`src/rtl/core/thp_pkg.sv`:
```
// shared types and constants of the timer handle pool
package thp_pkg;

   // action codes as they arrive on the request channel
   typedef enum logic [2:0] {
      ACT_TICK    = 3'd0,
      ACT_ALLOC   = 3'd1,
      ACT_FREE    = 3'd2,
      ACT_RESTART = 3'd3,
      ACT_READ    = 3'd4
   } act_type;

   // decoded operation, one-hot, handed from front to back
   typedef enum logic [5:0] {
      OP_TICK    = 6'b000001,
      OP_ALLOC   = 6'b000010,
      OP_FREE    = 6'b000100,
      OP_RESTART = 6'b001000,
      OP_READ    = 6'b010000,
      OP_NONE    = 6'b100000
   } op_type;

   // one classified command
   typedef struct packed {
      op_type     op;
      logic [2:0] handle;
      logic       handle_ok;
   } cmd_type;

   // one result item
   typedef struct packed {
      logic        ok;
      logic [2:0]  handle_out;
      logic [15:0] elapsed;
   } rsp_type;

   // register map
   localparam logic [0:0]  REG_WRAP_LIMIT   = 1'b0;
   localparam logic [15:0] WRAP_LIMIT_RESET = 16'd30000;

   // handles reachable through the 3-bit handle field
   localparam int HANDLE_SPAN = 8;

endpackage

```
`src/rtl/core/timer_handle_pool_top.sv`:
```
// top level of the timer handle pool
// A pool of NUM_TIMERS software timers on one 16-bit tick counter. Each
// request transfer carries one action (tick, allocate, free, restart, read)
// and yields exactly one response transfer, in order. A request is decoded
// and placed in a two-entry command queue; while the response side does not
// stall, the back end executes one command per cycle against the timer state
// and loads the response register, so the block sustains one action per
// cycle. The combinational state update in the back end sets that rate. An
// accepted request is written into a queue slot, then executed from the queue
// head into the response register, from which it transfers. Only handles
// below NUM_TIMERS, at most 0 to 7, can be freed, restarted or read. No
// clearing pass follows reset. The wrap limit register sits at byte address
// 0 of the csr port and should be written only while no action is in flight.
module timer_handle_pool_top #(
   parameter int NUM_TIMERS = 8
) (
   input  logic        clock,
   input  logic        reset,
   input  logic        req_valid,
   output logic        req_stall,
   input  logic  [2:0] req_action,
   input  logic  [2:0] req_handle,
   output logic        rsp_valid,
   input  logic        rsp_stall,
   output logic        rsp_ok,
   output logic  [2:0] rsp_handle_out,
   output logic [15:0] rsp_elapsed,
   input  logic        csr_psel,
   input  logic        csr_penable,
   input  logic        csr_pwrite,
   input  logic  [2:0] csr_paddr,
   input  logic [31:0] csr_pwdata,
   output logic [31:0] csr_prdata,
   output logic        csr_pready
);

   thp_pkg::cmd_type front_cmd;
   thp_pkg::cmd_type head_cmd;
   thp_pkg::rsp_type rsp;
   logic             q_full;
   logic             q_not_empty;
   logic             q_pop;
   logic             req_take;
   logic [15:0]      wrap_limit_ff, wrap_limit_in;
   logic             csr_write;

   // configuration register
   assign csr_pready = 1'b1;
   assign csr_write  = csr_psel && csr_penable && csr_pwrite && csr_pready;

   always_comb begin
      wrap_limit_in = wrap_limit_ff;
      if (csr_write && csr_paddr[2] == thp_pkg::REG_WRAP_LIMIT) begin
         wrap_limit_in = csr_pwdata[15:0];
      end
   end

   always_ff @(posedge clock) begin
      if (reset) begin
         wrap_limit_ff <= thp_pkg::WRAP_LIMIT_RESET;
      end else begin
         wrap_limit_ff <= wrap_limit_in;
      end
   end

   assign csr_prdata = (csr_paddr[2] == thp_pkg::REG_WRAP_LIMIT)
                       ? {16'd0, wrap_limit_ff} : 32'd0;

   // request side
   assign req_stall = q_full;
   assign req_take  = req_valid && !q_full;

   thp_front #(
      .NUM_TIMERS (NUM_TIMERS)
   ) u_front (
      .req_action (req_action),
      .req_handle (req_handle),
      .cmd        (front_cmd)
   );

   thp_queue u_queue (
      .clock     (clock),
      .reset     (reset),
      .push      (req_take),
      .push_cmd  (front_cmd),
      .full      (q_full),
      .pop       (q_pop),
      .not_empty (q_not_empty),
      .head_cmd  (head_cmd)
   );

   thp_back #(
      .NUM_TIMERS (NUM_TIMERS)
   ) u_back (
      .clock      (clock),
      .reset      (reset),
      .wrap_limit (wrap_limit_ff),
      .cmd_valid  (q_not_empty),
      .cmd        (head_cmd),
      .cmd_pop    (q_pop),
      .rsp_valid  (rsp_valid),
      .rsp_stall  (rsp_stall),
      .rsp        (rsp)
   );

   // response fields
   assign rsp_ok         = rsp.ok;
   assign rsp_handle_out = rsp.handle_out;
   assign rsp_elapsed    = rsp.elapsed;

endmodule

```
`src/rtl/core/thp_front.sv`:
```
// front end: decodes the request and checks the handle range
module thp_front #(
   parameter int NUM_TIMERS = 8
) (
   input  logic             [2:0] req_action,
   input  logic             [2:0] req_handle,
   output thp_pkg::cmd_type       cmd
);

   localparam logic [3:0] HANDLE_LIMIT =
      4'((NUM_TIMERS > thp_pkg::HANDLE_SPAN) ? thp_pkg::HANDLE_SPAN : NUM_TIMERS);

   // classify the action into a one-hot operation
   always_comb begin
      cmd.handle    = req_handle;
      cmd.handle_ok = ({1'b0, req_handle} < HANDLE_LIMIT);
      unique case (req_action)
         thp_pkg::ACT_TICK:    cmd.op = thp_pkg::OP_TICK;
         thp_pkg::ACT_ALLOC:   cmd.op = thp_pkg::OP_ALLOC;
         thp_pkg::ACT_FREE:    cmd.op = thp_pkg::OP_FREE;
         thp_pkg::ACT_RESTART: cmd.op = thp_pkg::OP_RESTART;
         thp_pkg::ACT_READ:    cmd.op = thp_pkg::OP_READ;
         default:              cmd.op = thp_pkg::OP_NONE;
      endcase
   end

endmodule

```
`src/rtl/core/thp_queue.sv`:
```
// two-entry command queue between front and back
module thp_queue (
   input  logic             clock,
   input  logic             reset,
   input  logic             push,
   input  thp_pkg::cmd_type push_cmd,
   output logic             full,
   input  logic             pop,
   output logic             not_empty,
   output thp_pkg::cmd_type head_cmd
);

   thp_pkg::cmd_type slot_ff [2];
   logic             wr_ptr_ff, wr_ptr_in;
   logic             rd_ptr_ff, rd_ptr_in;
   logic [1:0]       count_ff, count_in;

   assign full      = (count_ff == 2'd2);
   assign not_empty = (count_ff != 2'd0);
   assign head_cmd  = slot_ff[rd_ptr_ff];

   // pointer and fill bookkeeping
   always_comb begin
      wr_ptr_in = push ? ~wr_ptr_ff : wr_ptr_ff;
      rd_ptr_in = pop ? ~rd_ptr_ff : rd_ptr_ff;
      count_in  = count_ff + {1'b0, push} - {1'b0, pop};
   end

   always_ff @(posedge clock) begin
      if (reset) begin
         wr_ptr_ff <= 1'b0;
         rd_ptr_ff <= 1'b0;
         count_ff  <= 2'd0;
      end else begin
         wr_ptr_ff <= wr_ptr_in;
         rd_ptr_ff <= rd_ptr_in;
         count_ff  <= count_in;
      end
   end

   // payload slots
   always_ff @(posedge clock) begin
      if (push) begin
         slot_ff[wr_ptr_ff] <= push_cmd;
      end
   end

endmodule

```
`src/rtl/core/thp_back.sv`:
```
// back end: timer state, command execution and result register
module thp_back #(
   parameter int NUM_TIMERS = 8
) (
   input  logic             clock,
   input  logic             reset,
   input  logic      [15:0] wrap_limit,
   input  logic             cmd_valid,
   input  thp_pkg::cmd_type cmd,
   output logic             cmd_pop,
   output logic             rsp_valid,
   input  logic             rsp_stall,
   output thp_pkg::rsp_type rsp
);

   localparam int ADDR_DEPTH =
      (NUM_TIMERS > thp_pkg::HANDLE_SPAN) ? thp_pkg::HANDLE_SPAN : NUM_TIMERS;
   localparam int ADDR_W  = (ADDR_DEPTH > 1) ? $clog2(ADDR_DEPTH) : 1;
   localparam int GRANT_W = (NUM_TIMERS > 1) ? $clog2(NUM_TIMERS) : 1;

   logic [15:0]         tick_ff, tick_in;
   logic [15:0]         stamp_ff [ADDR_DEPTH];
   logic [15:0]         stamp_in [ADDR_DEPTH];
   logic [NUM_TIMERS-1:0] busy_ff, busy_in;
   logic                rsp_valid_ff, rsp_valid_in;
   thp_pkg::rsp_type    rsp_ff, rsp_in;

   logic [15:0]         tick_inc;
   logic                rebase;
   logic                grant_found;
   logic [GRANT_W-1:0]  grant_idx;
   logic [15:0]         stamp_sel;

   // take a command when the result register is free or being drained
   assign cmd_pop = cmd_valid && (!rsp_valid_ff || !rsp_stall);

   assign tick_inc  = tick_ff + 16'd1;
   assign rebase    = (tick_inc >= wrap_limit);
   assign stamp_sel = stamp_ff[cmd.handle[ADDR_W-1:0]];

   // lowest free timer
   always_comb begin
      grant_found = 1'b0;
      grant_idx   = '0;
      for (int i = NUM_TIMERS - 1; i >= 0; i--) begin
         if (!busy_ff[i]) begin
            grant_found = 1'b1;
            grant_idx   = GRANT_W'(i);
         end
      end
   end

   // execute one command
   always_comb begin
      tick_in = tick_ff;
      busy_in = busy_ff;
      for (int i = 0; i < ADDR_DEPTH; i++) begin
         stamp_in[i] = stamp_ff[i];
      end
      rsp_in.ok         = 1'b1;
      rsp_in.handle_out = 3'd0;
      rsp_in.elapsed    = 16'd0;
      if (cmd_pop) begin
         unique case (cmd.op)
            thp_pkg::OP_TICK: begin
               if (rebase) begin
                  tick_in = 16'd0;
                  for (int i = 0; i < ADDR_DEPTH; i++) begin
                     if (busy_ff[i]) begin
                        stamp_in[i] = stamp_ff[i] - tick_inc;
                     end
                  end
               end else begin
                  tick_in = tick_inc;
               end
            end
            thp_pkg::OP_ALLOC: begin
               rsp_in.ok = grant_found;
               if (grant_found) begin
                  busy_in[grant_idx] = 1'b1;
                  rsp_in.handle_out  = 3'(grant_idx);
               end
            end
            thp_pkg::OP_FREE: begin
               for (int i = 0; i < ADDR_DEPTH; i++) begin
                  if (cmd.handle_ok && cmd.handle == 3'(i)) begin
                     busy_in[i] = 1'b0;
                  end
               end
            end
            thp_pkg::OP_RESTART: begin
               for (int i = 0; i < ADDR_DEPTH; i++) begin
                  if (cmd.handle_ok && cmd.handle == 3'(i)) begin
                     stamp_in[i] = tick_ff;
                  end
               end
            end
            thp_pkg::OP_READ: begin
               if (cmd.handle_ok) begin
                  rsp_in.elapsed = tick_ff - stamp_sel;
               end
            end
            default: begin
            end
         endcase
      end
   end

   // result register handshake
   always_comb begin
      if (cmd_pop) begin
         rsp_valid_in = 1'b1;
      end else if (!rsp_stall) begin
         rsp_valid_in = 1'b0;
      end else begin
         rsp_valid_in = rsp_valid_ff;
      end
   end

   always_ff @(posedge clock) begin
      if (reset) begin
         tick_ff      <= 16'd0;
         busy_ff      <= '0;
         rsp_valid_ff <= 1'b0;
         for (int i = 0; i < ADDR_DEPTH; i++) begin
            stamp_ff[i] <= 16'd0;
         end
      end else begin
         tick_ff      <= tick_in;
         busy_ff      <= busy_in;
         rsp_valid_ff <= rsp_valid_in;
         for (int i = 0; i < ADDR_DEPTH; i++) begin
            stamp_ff[i] <= stamp_in[i];
         end
      end
   end

   // result payload
   always_ff @(posedge clock) begin
      if (cmd_pop) begin
         rsp_ff <= rsp_in;
      end
   end

   assign rsp_valid = rsp_valid_ff;
   assign rsp       = rsp_ff;

endmodule

```
`config.mk`:
```
export PLATFORM = sky130hd
export DESIGN_NAME = timer_handle_pool_top
export DESIGN_NICKNAME = d
export VERILOG_FILES = /design/src/rtl/core/thp_pkg.sv /design/src/rtl/core/timer_handle_pool_top.sv /design/src/rtl/core/thp_front.sv /design/src/rtl/core/thp_queue.sv /design/src/rtl/core/thp_back.sv
export SDC_FILE = /design/constraint.sdc
export NUM_CORES = 1
export LEC_CHECK = 0
export ABC_AREA = 1
export BUFFER_PORTS_ARGS = -buffer_cell sky130_fd_sc_hd__buf_2
export CAP_MARGIN = 5
export CORE_UTILIZATION = 33
export DETAILED_ROUTE_END_ITERATION = 8
export PLACE_DENSITY = 0.49
export SYNTH_ARGS = -nofsm -noshare
export SYNTH_HDL_FRONTEND = slang
export SYNTH_SLANG_ARGS = --single-unit
```
`constraint.sdc`:
```
create_clock -name clock -period 7.79 [get_ports clock]
set_input_delay 0.3895 -clock clock [delete_from_list [all_inputs] [get_ports clock]]
set_output_delay 0.3895 -clock clock [all_outputs]
set_load 0.01 [all_outputs]
```
==> impl_summary.log, run 1 <==
INFO  metric yosys.cell_count.top_type = nand2_1
INFO  metric crit_path_required_time = 8.29 ns
INFO  metric postCtsSetupRepairBufs = 0
INFO  metric power_leakage = roughly 10 nW
INFO  metric number_of_synthesized_flops_with_an_enable_pin = 38
INFO  metric clock-root-buffer = clkbuf_16
INFO  metric drive_gt1_frac = 0.0609
INFO  metric grt_pass1_wl = 87,900 um
INFO  metric netSwitchingPower = 2.64 mW
INFO  metric timing.max_cap.violations = 0
INFO  metric pwr_density = 296 mW/mm^2
INFO  metric max-slew-margin-rel = 0.202
INFO  metric flow.area_growth_from_synthesis = 9.51%
INFO  metric cts_max_path_buffers = 3
INFO  metric rr_startpoint = u_back.tick_ff[1]
INFO  metric crit_path_slowest_cell = nand3_1
INFO  metric worst_ep_arrival_time = 5.99 ns
INFO  metric path_cells = ha_1, nand4_1, nor2_1, nand2_1, or3_1, xor2_1, inv_1, ha_1, nand2_1, nor2_1, nand3_1, nor2_1, nand2_1, nand3_4, nand3_1, nand2_1, nand2_1, nor2_1
INFO  metric floorplan.die_area = approximately 0.055 mm^2
INFO  metric io_buffers = between 60 and 70
INFO  metric timing.final.crit_share = 0.704
INFO  metric worstMarginPinSlew = 1.19 ns
INFO  metric grt-ovfl-total = 0
INFO  metric synth_cell_type_count = 53
INFO  metric power.ir.vdd_worst = 174 uV
INFO  metric cell_internal_pwr = between 3 and 4 mW
INFO  metric setup_failing_eps_final = 0
INFO  metric synth-compound-area-share = 0.156
INFO  metric crit_path_max_fanout = 29
INFO  metric longest_individual_stage_delay_on_the_worst_path = 0.92 ns
INFO  metric whs_path_depth = 3
INFO  metric postSynthRegisterBits = 212
INFO  metric cts_max_level = 1
INFO  metric final-max-slew-violation-count = 0
INFO  metric netlist.area_leader.share = 0.197
INFO  metric total_number_of_nets_in_the_final_design = 3,021
INFO  metric detail_route.wirelength = 55,700 um
INFO  metric synthesis.area = 0.0177 mm^2
INFO  metric global_router_s_overall_resource_usage = 0.203
INFO  metric netlist.top_cell.by_area = dfxtp_1
INFO  metric dr.first_iter.drc_count = about 1,000
INFO  metric final.setup.tns = 0 ns
INFO  metric post_synth.cell_area_avg = roughly 6.3 um^2
INFO  metric floorplan.initialDensity = 0.336
INFO  metric timing.critical_path.to_type = flip-flop
INFO  metric routed_length_per_placed_instance = 15.8 um
INFO  metric synth_common_cells = nand2_1, nor2_1, inv_1, a21oi_1, dfxtp_1
INFO  metric setup.reg_to_reg.worst_slack = 2.30 ns
INFO  metric detailedPlacementHpwl = 42,300 um
INFO  metric max_freq = approximately 0.18 GHz
INFO  metric layout_min_cycle_time = 5.49 ns
INFO  metric switching_share = 0.460
INFO  metric num_antenna_cells = 0
INFO  metric combinationalPowerShare = 0.533
INFO  metric drtAntennaViolNets = 0
INFO  metric die_y = 234 um
INFO  metric fraction_of_synthesized_area_in_multiplexers = 0
INFO  metric via_per_inst = 5.03
INFO  metric firstDrtPassIters = 7
INFO  metric seqPwrFrac = 0.237
INFO  metric status = completed
INFO  metric io_pins = 103
INFO  metric place.detailed.instances = 3,474
INFO  metric rows = between 80 and 90
INFO  metric die_x = 234 um
INFO  metric clk_pin_slew_worst_paths = around 0.06 ns
INFO  metric worst_setup_path_start_kind = flip-flop
INFO  metric worst_skew_pair.late_latency = 0.57 ns
INFO  metric sequential_area_share_after_synthesis = 0.261
INFO  metric crit_path_frequent_cell = nand2_1
INFO  metric xor_and_xnor_area_share_after_synthesis = 0.0237
INFO  metric post_synth_and_or_nand_nor_area_fraction = 0.331
INFO  metric hold_viol = 0
INFO  metric tritoncts.num_buffers = 28
INFO  metric yosys_most_used_dff = dfxtp_1
INFO  metric critical_path_class = flip-flop to flip-flop
INFO  metric antenna_found_initial = 1
INFO  metric tritoncts_num_sinks = 212
INFO  metric rsz0062_at_grt = false
INFO  metric worst_hold_check_path_type = input port to flip-flop
INFO  metric first_global_vias = roughly 17,000
INFO  metric synthesis.yosys.warnings = 0
INFO  metric synth_adder_area_share = 0.113
INFO  metric gp_congestion = ~0.9
INFO  metric grt_start_max_net_pins = 79
INFO  metric top_cells_by_area_in_the_synthesized_netlist = dfxtp_1, nand2_1, ha_1
INFO  metric crit_start = u_back.tick_ff[1]
INFO  metric reg2reg_depth = 18
INFO  metric clock_tree_from_tritoncts = done
INFO  metric post_cts.resized_instances = 0
INFO  metric core_region_area = between 0.05 and 0.06 mm^2
INFO  metric largest_family_of_logic_cells_by_synthesized_area = simple AND/OR/NAND/NOR gates
INFO  metric finalClockSkew = between 0.01 and 0.015 ns
INFO  metric drt_drc_violations_left = 0
INFO  metric synthesis.instances = about 2,800
INFO  metric async_reset_ff_frac = 0
INFO  metric number_of_vias_in_the_routed_layout = 17,700
INFO  metric final-instance-count-excl-fill = ~3,500
INFO  metric worst_hold_startpoint = csr_pwdata[5]
INFO  metric power_frac_clock = 0.231
## through the flow
| stage | cell area, um^2 | worst slack [ns] | util | hold WS [ns] | power, mW |
|---|---|---|---|---|---|
| 3_3_place_gp | 18500 | 2.38 | 0.350 | 0.436 | 4.37 |
| 2_1_floorplan | 17800 | 4.32 | - | 0.426 | 3.63 |
| 3_5_place_dp | 18500 | 2.30 | 0.350 | 0.449 | 4.42 |
| 5_1_grt | 19400 | 1.79 | 0.368 | 0.0391 | 6.25 |
| 6_report | 19400 | 2.30 | 0.368 | 0.0476 | 5.74 |
| 4_1_cts | 19400 | 2.27 | 0.368 | 0.0187 | 5.78 |
## power by group through the flow
| stage | sequential, mW | combinational (mW) | clock, mW |
|---|---|---|---|
| 5_1_grt | 1.38 | 3.48 | 1.40 |
| 3_3_place_gp | 1.38 | 2.99 | 0 |
| 4_1_cts | 1.36 | 3.06 | 1.36 |
| 2_1_floorplan | 1.38 | 2.25 | 0 |
| 3_5_place_dp | 1.38 | 3.04 | 0 |
| 6_report | 1.36 | 3.06 | 1.32 |
## routing by layer
layer  track usage  share of wire
met1         0.262           0.46
met2         0.359           0.48
met3        0.0198          0.045
met4        0.0526          0.020
met5             0              0
## cell type report
class / instances / area (um^2)
inverter: 371 / 1400
sequential: 212 / 4620
multi-input combinational: 2119 / 11100
fill: 5703 / 33400
clock buffer: 39 / 803
clock inverter: 13 / 114
tap: 688 / 861
timing repair buffer: 87 / 493
## worst max-delay path: cells and delay by family (launching register included)
family	cells	cell delay (ns)
AND/OR/NAND/NOR	14	3.14
XOR/XNOR	1	0.79
adder cells (fa/ha/maj)	2	0.74
flip-flops	1	0.52
buffers and inverters	1	0.21
## sequential cells by signal, indices dropped and copies added (netlist names), named ones only
| register | flops |
|---|---|
| u_back.busy_ff | 8 |
| u_back.rsp | 20 |
| u_back.rsp_valid | 1 |
| u_back.stamp_ff | 128 |
| u_back.tick_ff | 16 |
| u_queue.count_ff | 2 |
| u_queue.rd_ptr_ff | 1 |
| u_queue.slot_ff | 18 |
| u_queue.wr_ptr_ff | 1 |
| wrap_limit_ff | 16 |
## repair_timing
| action | CTS | global route |
|---|---|---|
| hold endpoints to repair | 5 | 0 |
| hold buffers | 3 | 0 |
| endpoints found under the setup margin | 0 | 0 |
## layout by cell type, fill, tap and decap left out, types with 4 or more instances in the layout
cell type	instances
conb_1	17
dfxtp_1	174
clkbuf_8	4
inv_2	6
o31ai_1	10
fa_1	9
o22ai_1	17
ha_1	145
nand3_1	132
nor2_2	4
nor2_1	410
nand2_2	5
o221ai_1	15
buf_4	17
nor3_1	20
clkbuf_16	29
a21oi_1	180
o211ai_1	8
a22oi_1	15
o21ai_0	147
o41ai_1	5
nand3b_1	9
or2_2	12
a221oi_1	14
o21a_1	5
edfxtp_1	38
buf_2	67
nand2_1	784
a21o_1	12
nand4_1	33
nand3_4	6
clkinv_2	7
a31oi_1	5
o21ai_2	4
inv_1	364
xor2_1	45
o21bai_1	28
clkbuf_1	6
## kinds of logic after synthesis
| group | Yosys count |
|---|---|
| flops | 212 |
| simple gates | 1427 |
| buf+inv | 480 |
| other cells | 2 |
| xor+xnor | 48 |
| fa+ha+maj | 154 |
| compound gates | 473 |
## worst paths after layout
path | to
setup / recovery | u_back.stamp_ff[6][14]
setup reg to reg | u_back.stamp_ff[6][14]
hold / removal | wrap_limit_ff[5]
hold reg to reg | u_queue.rd_ptr_ff
(Power assumes the default switching activity.)
==> run 2: changes to the inputs <==
- clock period: 7.79 -> 5.4 ns (I/O delays scaled with it)
==> run 2 against run 1 <==
- clock-buffer cell count is 8 lower
- power is 47% higher
- critical path type unchanged
- largest cell class unchanged
- critical endpoint is now u_back.rsp[13]
- sequential power is 43% higher
==> impl_summary.log, run 2 (same netlist as run 1, synthesis figures left out) <==
INFO  metric switching_share = 0.456 (was 0.460)
INFO  metric combinationalPowerShare = 0.530 (was 0.533)
INFO  metric seqCellArea = 0.00462 mm^2 (unchanged)
INFO  metric post_cts.resized_instances = 0 (unchanged)
INFO  metric cts_max_path_buffers = 3 (unchanged)
INFO  metric met1_length = 25,700 um (was 25,500 um)
INFO  metric crit_path_required_time = 5.72 ns (was 8.29 ns)
INFO  metric met3RoutedLength = 2410 um (was 2490 um)
INFO  metric crit_path_max_fanout = 11 (was 29)
INFO  metric setup_failing_eps_final = 0 (unchanged)
INFO  metric dr.first_iter.drc_count = 944 (was 972)
INFO  metric holdBufCountCts = 20 (was 3)
INFO  metric netSwitchingPower = 3.85 mW (was 2.64 mW)
INFO  metric multi_input_comb_area = 0.0111 mm^2 (unchanged)
INFO  metric timing.final.crit_share = 0.827 (was 0.704)
INFO  metric cts_max_level = 1 (unchanged)
INFO  metric finalClockSkew = 0.0113 ns (was 0.0120 ns)
INFO  metric rsz0062_at_grt = false (unchanged)
INFO  metric grt-ovfl-total = 0 (unchanged)
INFO  metric largest_register_ffs = 128 (unchanged)
INFO  metric firstDrtPassIters = 7 (unchanged)
INFO  metric clk_pin_slew_worst_paths = 0.06 ns (about the same)
INFO  metric die_y = 234 um (unchanged)
INFO  metric place.detailed.instances = 3,490 (was 3,474)
INFO  metric num_antenna_cells = 0 (unchanged)
INFO  metric tritoncts_num_sinks = 212 (unchanged)
INFO  metric worst_hold_check_path_type = input port to flip-flop (unchanged)
INFO  metric pwr_density = 428 mW/mm^2 (was 296 mW/mm^2)
INFO  metric io_buffers = 67 (unchanged)
INFO  metric drive_gt1_frac = 0.0672 (was 0.0609)
INFO  metric power.ir.vdd_worst = 317 uV (was 174 uV)
INFO  metric hold_viol = 0 (unchanged)
INFO  metric layout_common_cells = nand2_1, nor2_1, inv_1 (unchanged)
INFO  metric max_freq = 0.224 GHz (was 0.182 GHz)
INFO  metric antenna_found_initial = 0 (was 1)
INFO  metric power_leakage = 10.3 nW (was 10.1 nW)
INFO  metric core_region_area = 0.0528 mm^2 (unchanged)
INFO  metric drtAntennaViolNets = 0 (unchanged)
INFO  metric detail_route.wirelength = 55,900 um (was 55,700 um)
INFO  metric cell_internal_pwr = 4.60 mW (was 3.10 mW)
INFO  metric detailroute.wirelength.met2 = 26,400 um (was 26,600 um)
INFO  metric worst_ep_arrival_time = 4.79 ns (was 5.99 ns)
INFO  metric tritoncts.num_buffers = 28 (unchanged)
INFO  metric die_x = 234 um (unchanged)
INFO  metric worst_skew_pair.late_latency = 0.57 ns (about the same)
INFO  metric routed_length_per_placed_instance = 15.7 um (was 15.8 um)
INFO  metric worstMarginPinSlew = 1.02 ns (was 1.19 ns)
INFO  metric floorplan.die_area = 0.0546 mm^2 (unchanged)
INFO  metric grt_pass1_wl = 88,700 um (was 87,900 um)
INFO  metric first_global_vias = 16,800 (was 16,900)
INFO  metric critical_path_class = flip-flop to flip-flop (unchanged)
INFO  metric max-slew-margin-rel = 0.318 (was 0.202)
INFO  metric io_pins = 103 (unchanged)
INFO  metric final-max-slew-violation-count = 0 (unchanged)
INFO  metric final-instance-count-excl-fill = 3,562 (was 3,529)
INFO  metric power_frac_clock = 0.240 (was 0.231)
INFO  metric final.setup.tns = 0 ns (unchanged)
INFO  metric global_router_s_overall_resource_usage = 0.206 (was 0.203)
INFO  metric via_per_inst = 4.95 (was 5.03)
INFO  metric clock_tree_from_tritoncts = done (unchanged)
INFO  metric mostFrequentLayoutCell = nand2_1 (unchanged)
INFO  metric top_register = u_back.stamp_ff (unchanged)
INFO  metric seqPwrFrac = 0.231 (was 0.237)
INFO  metric timing.critical_path.to_type = flip-flop (unchanged)
INFO  metric filler_cell_count = 5,666 (was 5,703)
INFO  metric detailedPlacementHpwl = 42,300 um (about the same)
INFO  metric floorplan.initialDensity = 0.336 (unchanged)
INFO  metric gp_congestion = 0.916 (was 0.901)
INFO  metric drt_drc_violations_left = 0 (unchanged)
INFO  metric status = completed (unchanged)
INFO  metric total_number_of_nets_in_the_final_design = 3,054 (was 3,021)
INFO  metric timing.max_cap.violations = 0 (unchanged)
INFO  metric finalCoreUtilization = 0.374 (was 0.368)
INFO  metric rows = 84 (unchanged)
INFO  metric clock-root-buffer = clkbuf_16 (unchanged)
INFO  metric grt_start_max_net_pins = 81 (was 79)
INFO  metric flow.area_growth_from_synthesis = 11.5% (was 9.51%)
INFO  metric layout_min_cycle_time = 4.46 ns (was 5.49 ns)
INFO  metric postCtsSetupRepairBufs = 0 (unchanged)
INFO  metric highest_layer = met4 (unchanged)
INFO  metric number_of_vias_in_the_routed_layout = 17,600 (was 17,700)
INFO  metric worst_setup_path_start_kind = flip-flop (unchanged)
==> run 2: critical path, stage by stage, from the launching register on <==
cell,delay (ns)
dfxtp_1,0.31
buf_4,0.18
or2_1,0.22
nand2_1,0.13
nor2_1,0.13
inv_1,0.34
o22ai_1,0.14
a221oi_1,0.47
o21ai_0,0.35
ha_1,0.37
nand3_1,0.07
nand2_1,0.10
a21oi_1,0.12
o21ai_0,0.35
a21oi_1,0.16
o21ai_0,0.38
nand3_1,0.16
a21oi_1,0.16
nor2_1,0.06
==> run 2: through the flow <==
stage / total power, mW / hold slack (ns) / area [um^2] / setup WS, ns
floorplan: 5.23 / 0.369 / 17800 / 1.93
global placement: 6.33 / 0.436 / 18600 / 0.948
detailed placement: 6.41 / 0.447 / 18600 / 0.965
CTS: 8.49 / 0.00238 / 19800 / 0.959
global route: 9.22 / 0.0340 / 19800 / 0.693
finish: 8.45 / 0.0280 / 19800 / 0.935
==> run 2: cell type report <==
| cell class | count | share of cell area |
|---|---|---|
| clock buffer | 31 | 0.0371 |
| clock inverter | 21 | 0.0120 |
| inverter | 371 | 0.0706 |
| multi-input combinational | 2119 | 0.562 |
| sequential | 212 | 0.234 |
| tap | 688 | 0.0436 |
| timing repair buffer | 120 | 0.0403 |
==> run 2: path summary, 6_finish.rpt <==
check	to	cells after the start	slack, ns	from
max	u_back.rsp[13]	18	0.94	flip-flop
min	u_queue.slot_ff[0][5]	2	0.03	req_action[0]
max reg2reg	u_back.rsp[13]	18	0.94	flip-flop
min reg2reg	u_queue.rd_ptr_ff	1	0.45	u_queue.rd_ptr_ff
==> run 2: per-layer routing <==
| metal | vias to the layer above | track usage |
|---|---|---|
| li1 | 9119 | - |
| met1 | 8075 | 0.265 |
| met2 | 368 | 0.360 |
| met3 | 68 | 0.0195 |
| met4 | 0 | 0.0635 |
| met5 | - | 0 |
==> run 2: power groups by stage <==
stage | registers (mW) | logic, mW | clock network, mW
floorplan | 1.99 | 3.25 | 0
global placement | 1.98 | 4.36 | 0
detailed placement | 1.98 | 4.43 | 0
CTS | 1.95 | 4.46 | 2.08
global route | 1.97 | 5.10 | 2.14
finish | 1.95 | 4.47 | 2.02
